File: src/rtl/core/rvdec_pkg.sv
// ----------------------------------------------------------------------------
// rvdec_pkg
// Shared types, opcodes and operation codes for the RV32IM decoder.
// ----------------------------------------------------------------------------
package rvdec_pkg;

  localparam int unsigned INSTR_W = 32;

  // major opcodes
  localparam logic [6:0] OPC_LOAD     = 7'h03;
  localparam logic [6:0] OPC_MISC_MEM = 7'h0F;
  localparam logic [6:0] OPC_OP_IMM   = 7'h13;
  localparam logic [6:0] OPC_AUIPC    = 7'h17;
  localparam logic [6:0] OPC_STORE    = 7'h23;
  localparam logic [6:0] OPC_OP       = 7'h33;
  localparam logic [6:0] OPC_LUI      = 7'h37;
  localparam logic [6:0] OPC_BRANCH   = 7'h63;
  localparam logic [6:0] OPC_JALR     = 7'h67;
  localparam logic [6:0] OPC_JAL      = 7'h6F;
  localparam logic [6:0] OPC_SYSTEM   = 7'h73;

  // funct7 codes
  localparam logic [6:0] F7_BASE = 7'h00;
  localparam logic [6:0] F7_MULDIV = 7'h01;
  localparam logic [6:0] F7_ALT = 7'h20;

  // funct3 codes that the decoder tests by name
  localparam logic [2:0] F3_ADD  = 3'd0;
  localparam logic [2:0] F3_SLL  = 3'd1;
  localparam logic [2:0] F3_SW   = 3'd2;
  localparam logic [2:0] F3_SR   = 3'd5;
  localparam logic [2:0] F3_PRIV = 3'd0;
  localparam logic [2:0] F3_RSVD = 3'd4;

  // exact system words
  localparam logic [31:0] WORD_ECALL  = 32'h0000_0073;
  localparam logic [31:0] WORD_EBREAK = 32'h0010_0073;
  localparam logic [31:0] WORD_MRET   = 32'h3020_0073;
  localparam logic [31:0] WORD_SRET   = 32'h1020_0073;
  localparam logic [31:0] WORD_WFI    = 32'h1050_0073;

  typedef enum logic [3:0] {
    UNIT_ALU     = 4'd0,
    UNIT_LOAD    = 4'd1,
    UNIT_STORE   = 4'd2,
    UNIT_BRANCH  = 4'd3,
    UNIT_CSR     = 4'd4,
    UNIT_ECALL   = 4'd5,
    UNIT_EBREAK  = 4'd6,
    UNIT_MRET    = 4'd7,
    UNIT_NOP     = 4'd8,
    UNIT_ILLEGAL = 4'd9
  } unit_e_t;

  // alu operations; other units carry funct3 zero-extended
  localparam logic [4:0] ALU_ADD   = 5'd0;
  localparam logic [4:0] ALU_SUB   = 5'd1;
  localparam logic [4:0] ALU_SLL   = 5'd2;
  localparam logic [4:0] ALU_SLT   = 5'd3;
  localparam logic [4:0] ALU_SLTU  = 5'd4;
  localparam logic [4:0] ALU_XOR   = 5'd5;
  localparam logic [4:0] ALU_SRL   = 5'd6;
  localparam logic [4:0] ALU_SRA   = 5'd7;
  localparam logic [4:0] ALU_OR    = 5'd8;
  localparam logic [4:0] ALU_AND   = 5'd9;
  localparam logic [4:0] ALU_MUL   = 5'd10;
  localparam logic [4:0] ALU_AUIPC = 5'd18;
  localparam logic [4:0] ALU_JAL   = 5'd19;
  localparam logic [4:0] ALU_JALR  = 5'd20;

  // declared high field first so the packed bits put unit at bit 0
  typedef struct packed {
    logic               uses_pc;
    logic               uses_immediate;
    logic [4:0]         src2_reg;
    logic [4:0]         src1_reg;
    logic [4:0]         dest_reg;
    logic signed [31:0] immediate;
    logic [4:0]         operation;
    unit_e_t            unit;
  } uop_t;

  localparam int unsigned UOP_W = $bits(uop_t);
  localparam int unsigned UOP_BYTES_W = ((UOP_W + 7) / 8) * 8;

  // funct3 -> base alu op for funct7 zero
  function automatic logic [4:0] base_op(input logic [2:0] f3);
    logic [4:0] op;
    unique case (f3)
      3'd0:    op = ALU_ADD;
      3'd1:    op = ALU_SLL;
      3'd2:    op = ALU_SLT;
      3'd3:    op = ALU_SLTU;
      3'd4:    op = ALU_XOR;
      3'd5:    op = ALU_SRL;
      3'd6:    op = ALU_OR;
      default: op = ALU_AND;
    endcase
    return op;
  endfunction

endpackage

File: src/rtl/core/rv32im_instruction_decoder_top.sv
// ----------------------------------------------------------------------------
// rv32im_instruction_decoder_top
// RV32IM decoder: input register, decode logic, micro-op output register.
// ----------------------------------------------------------------------------
// Path: each input beat is held in the input register, decoded, then held in the micro-op output register.
// Throughput: one instruction per cycle; both registers pass a beat while
// taking the next one, so only the output ready can slow the stream.
// Reset (rst, synchronous): clears both valid flags; the data registers are not reset.
module rv32im_instruction_decoder_top import rvdec_pkg::*; (
  input  logic                   clk,
  input  logic                   rst,
  input  logic                   s_axis_tvalid,
  output logic                   s_axis_tready,
  input  logic [INSTR_W-1:0]     s_axis_tdata,  // [31:0] instr_word
  output logic                   m_axis_tvalid,
  input  logic                   m_axis_tready,
  // [3:0] unit, [8:4] operation, [40:9] immediate, [45:41] dest_reg,
  // [50:46] src1_reg, [55:51] src2_reg, [56] uses_immediate, [57] uses_pc
  output logic [UOP_BYTES_W-1:0] m_axis_tdata
);

  logic               mid_valid;
  logic               mid_ready;
  logic [INSTR_W-1:0] mid_word;
  uop_t               dec_uop;
  logic [UOP_W-1:0]   out_bits;
  uop_t               out_uop;

  rvdec_slice #(
    .WIDTH (INSTR_W)
  ) u_in_reg (
    .clk       (clk),
    .rst       (rst),
    .in_valid  (s_axis_tvalid),
    .in_ready  (s_axis_tready),
    .in_data   (s_axis_tdata),
    .out_valid (mid_valid),
    .out_ready (mid_ready),
    .out_data  (mid_word)
  );

  rvdec_logic u_logic (
    .instr_word (mid_word),
    .uop        (dec_uop)
  );

  rvdec_slice #(
    .WIDTH (UOP_W)
  ) u_out_reg (
    .clk       (clk),
    .rst       (rst),
    .in_valid  (mid_valid),
    .in_ready  (mid_ready),
    .in_data   (dec_uop),
    .out_valid (m_axis_tvalid),
    .out_ready (m_axis_tready),
    .out_data  (out_bits)
  );

  assign out_uop      = uop_t'(out_bits);
  assign m_axis_tdata = {{(UOP_BYTES_W - UOP_W){1'b0}}, out_bits};

  // trap, nop and illegal ops carry nothing else
  a_special_clean: assert property (@(posedge clk) disable iff (rst)
    m_axis_tvalid && (out_uop.unit == UNIT_ECALL || out_uop.unit == UNIT_EBREAK ||
                      out_uop.unit == UNIT_MRET || out_uop.unit == UNIT_NOP ||
                      out_uop.unit == UNIT_ILLEGAL)
    |-> out_bits[UOP_W-1:4] == '0)
    else $error("special unit with nonzero payload");

  a_no_dest: assert property (@(posedge clk) disable iff (rst)
    m_axis_tvalid && (out_uop.unit == UNIT_STORE || out_uop.unit == UNIT_BRANCH)
    |-> out_uop.dest_reg == 5'd0)
    else $error("store/branch with destination register");

  a_pc_ops: assert property (@(posedge clk) disable iff (rst)
    m_axis_tvalid && out_uop.uses_pc
    |-> out_uop.unit == UNIT_ALU &&
        (out_uop.operation == ALU_AUIPC || out_uop.operation == ALU_JAL))
    else $error("pc operand on wrong op");

  a_pass: assert property (@(posedge clk) disable iff (rst)
    mid_valid && mid_ready |=> m_axis_tvalid)
    else $error("decoded beat lost");

  a_reset: assert property (@(posedge clk)
    rst |=> !m_axis_tvalid && !mid_valid)
    else $error("valid after reset");

endmodule

File: src/rtl/core/rvdec_slice.sv
// ----------------------------------------------------------------------------
// rvdec_slice
// One pipeline register with valid/ready; takes a new beat while the held
// beat leaves in the same cycle.
// ----------------------------------------------------------------------------
module rvdec_slice #(
  parameter int unsigned WIDTH = 32
) (
  input  logic             clk,
  input  logic             rst,
  input  logic             in_valid,
  output logic             in_ready,
  input  logic [WIDTH-1:0] in_data,
  output logic             out_valid,
  input  logic             out_ready,
  output logic [WIDTH-1:0] out_data
);

  logic             valid;
  logic [WIDTH-1:0] data;

  assign in_ready  = !valid || out_ready;
  assign out_valid = valid;
  assign out_data  = data;

  always_ff @(posedge clk) begin
    if (rst) begin
      valid <= 1'b0;
    end else if (in_ready) begin
      valid <= in_valid;
    end
  end

  always_ff @(posedge clk) begin
    if (in_valid && in_ready) begin
      data <= in_data;
    end
  end

endmodule

File: src/rtl/core/rvdec_logic.sv
// ----------------------------------------------------------------------------
// rvdec_logic
// Combinational decode of one RV32IM word into a micro-op.
// ----------------------------------------------------------------------------
module rvdec_logic import rvdec_pkg::*; (
  input  logic [INSTR_W-1:0] instr_word,
  output uop_t               uop
);

  logic [6:0]  opc;
  logic [4:0]  rd;
  logic [2:0]  f3;
  logic [4:0]  rs1;
  logic [4:0]  rs2;
  logic [6:0]  f7;
  logic [31:0] imm_i;
  logic [31:0] imm_s;
  logic [31:0] imm_b;
  logic [31:0] imm_u;
  logic [31:0] imm_j;
  logic [31:0] w;

  assign w     = instr_word;
  assign opc   = w[6:0];
  assign rd    = w[11:7];
  assign f3    = w[14:12];
  assign rs1   = w[19:15];
  assign rs2   = w[24:20];
  assign f7    = w[31:25];
  assign imm_i = {{20{w[31]}}, w[31:20]};
  assign imm_s = {{20{w[31]}}, w[31:25], w[11:7]};
  assign imm_b = {{19{w[31]}}, w[31], w[7], w[30:25], w[11:8], 1'b0};
  assign imm_u = {w[31:12], 12'b0};
  assign imm_j = {{11{w[31]}}, w[31], w[19:12], w[20], w[30:21], 1'b0};

  // fill the common fields of a decoded op
  function automatic uop_t mk(input unit_e_t u, input logic [4:0] op,
                              input logic [31:0] imm, input logic [4:0] d,
                              input logic [4:0] s1, input logic [4:0] s2,
                              input logic ui, input logic up);
    uop_t r;
    r.unit           = u;
    r.operation      = op;
    r.immediate      = imm;
    r.dest_reg       = d;
    r.src1_reg       = s1;
    r.src2_reg       = s2;
    r.uses_immediate = ui;
    r.uses_pc        = up;
    return r;
  endfunction

  always_comb begin
    uop = mk(UNIT_ILLEGAL, 5'd0, 32'd0, 5'd0, 5'd0, 5'd0, 1'b0, 1'b0);
    priority if (w == WORD_ECALL) begin
      uop.unit = UNIT_ECALL;
    end else if (w == WORD_EBREAK) begin
      uop.unit = UNIT_EBREAK;
    end else if (w == WORD_MRET) begin
      uop.unit = UNIT_MRET;
    end else if (w == WORD_SRET || w == WORD_WFI) begin
      uop.unit = UNIT_NOP;
    end else begin
      unique case (opc)
        OPC_AUIPC: uop = mk(UNIT_ALU, ALU_AUIPC, imm_u, rd, 5'd0, 5'd0, 1'b1, 1'b1);
        OPC_LUI:   uop = mk(UNIT_ALU, ALU_ADD, imm_u, rd, 5'd0, 5'd0, 1'b1, 1'b0);
        OPC_JAL:   uop = mk(UNIT_ALU, ALU_JAL, imm_j, rd, 5'd0, 5'd0, 1'b1, 1'b1);
        OPC_JALR:  uop = mk(UNIT_ALU, ALU_JALR, imm_i, rd, rs1, 5'd0, 1'b1, 1'b0);
        OPC_LOAD: begin
          // b, h, w, bu, hu
          if (f3 != 3'd3 && f3 < 3'd6) begin
            uop = mk(UNIT_LOAD, {2'b0, f3}, imm_i, rd, rs1, 5'd0, 1'b1, 1'b0);
          end
        end
        OPC_STORE: begin
          if (f3 <= F3_SW) begin
            uop = mk(UNIT_STORE, {2'b0, f3}, imm_s, 5'd0, rs1, rs2, 1'b1, 1'b0);
          end
        end
        OPC_BRANCH: begin
          if (f3 != 3'd2 && f3 != 3'd3) begin
            uop = mk(UNIT_BRANCH, {2'b0, f3}, imm_b, 5'd0, rs1, rs2, 1'b1, 1'b0);
          end
        end
        OPC_OP_IMM: begin
          // shifts carry the 5-bit amount; slli funct7 is not checked
          if (f3 == F3_SLL) begin
            uop = mk(UNIT_ALU, ALU_SLL, {27'd0, rs2}, rd, rs1, 5'd0, 1'b1, 1'b0);
          end else if (f3 == F3_SR) begin
            if (f7 == F7_BASE) begin
              uop = mk(UNIT_ALU, ALU_SRL, {27'd0, rs2}, rd, rs1, 5'd0, 1'b1, 1'b0);
            end else if (f7 == F7_ALT) begin
              uop = mk(UNIT_ALU, ALU_SRA, {27'd0, rs2}, rd, rs1, 5'd0, 1'b1, 1'b0);
            end
          end else begin
            uop = mk(UNIT_ALU, base_op(f3), imm_i, rd, rs1, 5'd0, 1'b1, 1'b0);
          end
        end
        OPC_OP: begin
          if (f7 == F7_BASE) begin
            uop = mk(UNIT_ALU, base_op(f3), 32'd0, rd, rs1, rs2, 1'b0, 1'b0);
          end else if (f7 == F7_MULDIV) begin
            uop = mk(UNIT_ALU, ALU_MUL + {2'b0, f3}, 32'd0, rd, rs1, rs2, 1'b0, 1'b0);
          end else if (f7 == F7_ALT && f3 == F3_ADD) begin
            uop = mk(UNIT_ALU, ALU_SUB, 32'd0, rd, rs1, rs2, 1'b0, 1'b0);
          end else if (f7 == F7_ALT && f3 == F3_SR) begin
            uop = mk(UNIT_ALU, ALU_SRA, 32'd0, rd, rs1, rs2, 1'b0, 1'b0);
          end
        end
        OPC_SYSTEM: begin
          if (f3 != F3_PRIV && f3 != F3_RSVD) begin
            uop = mk(UNIT_CSR, {2'b0, f3}, {20'd0, w[31:20]}, rd, rs1, 5'd0,
                     1'b1, 1'b0);
          end
        end
        OPC_MISC_MEM: uop.unit = UNIT_NOP;
        default: ;
      endcase
    end
  end

endmodule
File: config.mk
export PLATFORM = sky130hd
export DESIGN_NAME = rv32im_instruction_decoder_top
export DESIGN_NICKNAME = d
export VERILOG_FILES = /design/src/rtl/core/rvdec_pkg.sv /design/src/rtl/core/rv32im_instruction_decoder_top.sv /design/src/rtl/core/rvdec_slice.sv /design/src/rtl/core/rvdec_logic.sv
export SDC_FILE = /design/constraint.sdc
export NUM_CORES = 1
export LEC_CHECK = 0
export BUFFER_PORTS_ARGS = -buffer_cell sky130_fd_sc_hd__buf_4
export CELL_PAD_IN_SITES_DETAIL_PLACEMENT = 0
export CELL_PAD_IN_SITES_GLOBAL_PLACEMENT = 2
export CORE_AREA = 8 8 115 127
export CTS_BUF_LIST = sky130_fd_sc_hd__clkbuf_16
export CTS_CLUSTER_DIAMETER = 150
export CTS_CLUSTER_SIZE = 30
export DETAILED_ROUTE_END_ITERATION = 7
export DIE_AREA = 0 0 123 135
export HOLD_SLACK_MARGIN = 0.05
export PLACE_DENSITY_LB_ADDON = 0.08
export SYNTH_ARGS = -nofsm -noshare
export SYNTH_HDL_FRONTEND = slang
export SYNTH_SLANG_ARGS = --single-unit
File: constraint.sdc
create_clock -name clk -period 4.05 [get_ports clk]
set_input_delay 0.2025 -clock clk [delete_from_list [all_inputs] [get_ports clk]]
set_output_delay 0.2025 -clock clk [all_outputs]
set_load 0.05 [all_outputs]
==> load_flow_metrics.sql <==
INSERT INTO impl_metrics (metric_group, metric, value, unit) VALUES
('run_status', 'status', 'finished, final reports clean', ''),
('detailed_routing', 'dr_total_vias', '3220', ''),
('clock_tree', 'cts_tree', 'yes', ''),
('synthesis', 'post-synth-top-area-cell', 'sky130_fd_sc_hd__edfxtp_1', ''),
('clock_tree', 'cts_htree_levels', '3', ''),
('synthesis', 'postSynthRegisterBits', '92', ''),
('synthesis', 'synth-edff-count', '90', ''),
('place', 'place_area', '5120', 'um^2'),
('cells_and_area', 'post-route-cell-area', '5790', 'um^2'),
('synthesis', 'synth_seq_area_share', '0.643', ''),
('synthesis', 'synth_compound_gate_area_share', '0.131', ''),
('worst_setup_path', 'critPathMaxFanout', '19', ''),
('die', 'io_pins', '102', ''),
('sta', 'timing.hold.ws', '80.8', 'ps'),
('sta', 'rsz0062_at_grt', 'no', ''),
('power', 'power.density_cell_area', '417', 'nW/um^2'),
('die', 'num_rows', '43', ''),
('synthesis', 'synth_ff_type', 'sky130_fd_sc_hd__edfxtp_1', ''),
('detailed_routing', 'post_drt_wl_per_cell', '18.9', 'um'),
('detailed_routing', 'ant_nets', '0', ''),
('detailed_routing', 'route.detailed.drc', '0', ''),
('synthesis', 'synthMostInstantiatedCell', 'sky130_fd_sc_hd__edfxtp_1', ''),
('cells_and_area', 'diodes', '0', ''),
('grt', 'groute.usage.overall', '0.147', ''),
('place', 'dp_hpwl', '8.84', 'mm'),
('place', 'place_congestion', '0.878', ''),
('clock_tree', 'cts_hold_repair.buffers', '33', ''),
('synthesis', 'syn_avg_cell_area', '12.3', 'um^2'),
('synthesis', 'asyncSetResetFlopFracSynth', '0', ''),
('worst_setup_path', 'timing.critical_path.slowest_cell_delay', '770', 'ps'),
('sta', 'final_period_minus_worst_setup_slack', '3290', 'ps'),
('clock_tree', 'buffer_levels_on_the_longest_clock_path', '2', ''),
('power', 'power.static_leakage', '2.27', 'nW'),
('die', 'fp.dieW', '123', 'um'),
('place', 'numPlacedInstances', '588', ''),
('sta', 'final-setup-viol-count', '0', ''),
('place', 'place.port_buffers', '95', ''),
('clock_tree', 'clk_pin_slew_worst_paths', '70', 'ps'),
('worst_setup_path', 'timing.critical_path.buf_inv', '1', ''),
('cells_and_area', 'final_cell_count_no_fill', '637', ''),
('detailed_routing', 'drt_wl_total', '12.0', 'mm'),
('cells_and_area', 'layout.nets', '514', ''),
('sta', 'tns', '0', 'ps'),
('grt', 'grt_first_pass_wirelength', '18.3', 'mm'),
('grt', 'grt_antenna_before_repair', '0', ''),
('sta', 'hold_violations', '0', ''),
('sta', 'worst_clock_skew', '9.62', 'ps'),
('worst_setup_path', 'criticalPathCategory', 'reg -> reg', ''),
('die', 'coreArea', '12500', 'um^2'),
('clock_tree', 'cts_inserted_buffers', '9', ''),
('clock_tree', 'post_cts_resize_count', '0', ''),
('sta', 'post-route-period-util', '0.812', ''),
('worst_setup_path', 'end_kind', 'flop', ''),
('detailed_routing', 'drtPass1Iterations', '5', ''),
('grt', 'grt_start_max_net_pins', '35', ''),
('die', 'floorplan.initialDensity', '0.342', ''),
('power', 'irDropWorstVdd', '0.188', 'mV'),
('clock_tree', 'cts.sinks', '92', ''),
('worst_setup_path', 'timing.critical_path.required', '4100', 'ps'),
('grt', 'grt_ovf', '0', ''),
('worst_setup_path', 'cp-start-kind', 'flop', ''),
('place', 'dp_slack', '745', 'ps'),
('synthesis', 'synth_warnings', '0', ''),
('clock_tree', 'post_cts.repair.setup_buffers', '0', ''),
('sta', 'maxClockFrequency', '304', 'MHz'),
('grt', 'number_of_global_route_vias_before_repair', '3230', ''),
('synthesis', 'post_synth_and_or_nand_nor_area_fraction', '0.183', ''),
('worst_setup_path', 'crit_path_cell_trace', 'inv_1 -> ha_1 -> o311ai_0 -> a21oi_1 -> a31oi_1 -> nand2_1', ''),
('cells_and_area', 'layout-drive-gt1-share', '0.256', ''),
('sta', 'timing.slew.headroom', '0.337', ''),
('worst_setup_path', 'timing.critical_path.max_delay_family', 'compound AO/OA/AOI/OAI gates', '');
worst paths after layout:
kind,from,end,slack (ps),depth (start not counted)
min,s_axis_tvalid,u_in_reg.out_valid,80,3
max,u_in_reg.out_data[13],u_out_reg.out_data[25],760,6
min reg2reg,u_in_reg.out_valid,u_out_reg.out_valid,510,2
max reg2reg,u_in_reg.out_data[13],u_out_reg.out_data[25],760,6
cell families (layout without fill, tap and decap cells):
logic type               after synthesis  after routing
AO/OA/AOI/OAI                         80             80
flip-flops                            92             92
buffers and inverters                 29            156
other                                  1              6
AND/OR/NAND/NOR                      143            143
adder cells (fa/ha/maj)                3              3
power by group:
| part | switching, mW | internal [mW] | total, mW |
|---|---|---|---|
| Sequential | 0.0456 | 1.10 | 1.15 |
| Combinational | 0.202 | 0.110 | 0.312 |
| Clock | 0.352 | 0.602 | 0.955 |
worst register-to-register path, stage by stage (launching register included):
cell,delay (ps)
sky130_fd_sc_hd__edfxtp_1,710
sky130_fd_sc_hd__inv_1,220
sky130_fd_sc_hd__ha_1,300
sky130_fd_sc_hd__o311ai_0,700
sky130_fd_sc_hd__a21oi_1,170
sky130_fd_sc_hd__a31oi_1,770
sky130_fd_sc_hd__nand2_1,130
cell usage in the layout (no fill, tap or decap), drive strengths merged, types with 3 or more instances in the layout:
master / count
a21o: 13
nor4b: 3
buf: 99
edfxtp: 90
o32ai: 3
and3: 4
and2: 8
clkbuf: 9
a22o: 5
a31oi: 3
nand2: 37
o211ai: 4
dlygate4sd3: 33
bufinv: 3
nand3: 7
nor4: 7
ha: 3
inv: 10
o31ai: 3
a211oi: 3
nor2: 29
nand4: 3
nand3b: 5
conb: 6
nor2b: 19
a21oi: 17
o21ai: 13
nor3: 8
metal layers:
layer	GRT usage	up-vias	part of all wire
met4	0.0663	0	0.022
met5	0	-	0
met2	0.249	109	0.50
met1	0.175	1526	0.42
li1	-	1567	-
met3	0.0296	18	0.062
metrics by stage:
| stage | total power [mW] | utilization |
|---|---|---|
| finish | 2.41 | 0.464 |
| global route | 2.50 | 0.464 |
| CTS | 2.44 | 0.464 |
| detailed placement | 1.46 | 0.410 |
| global placement | 1.46 | 0.410 |
| floorplan | 1.35 | - |
layout make-up:
type	count	area, um^2
clock buffers	9	225
well taps	157	196
clock inverters	7	115
repair buffers	132	1070
multi-input cells	232	1410
fillers	1191	6690
inverters	8	30.0
flip-flops and latches	92	2740
sequential cells by signal (all words and copies together), names as in the netlist:
signal and count:
u_out_reg.out_data 58, u_in_reg.out_data 32, u_in_reg.out_valid 1, u_out_reg.out_valid 1
No activity file was read; power rests on OpenSTA's default activity.
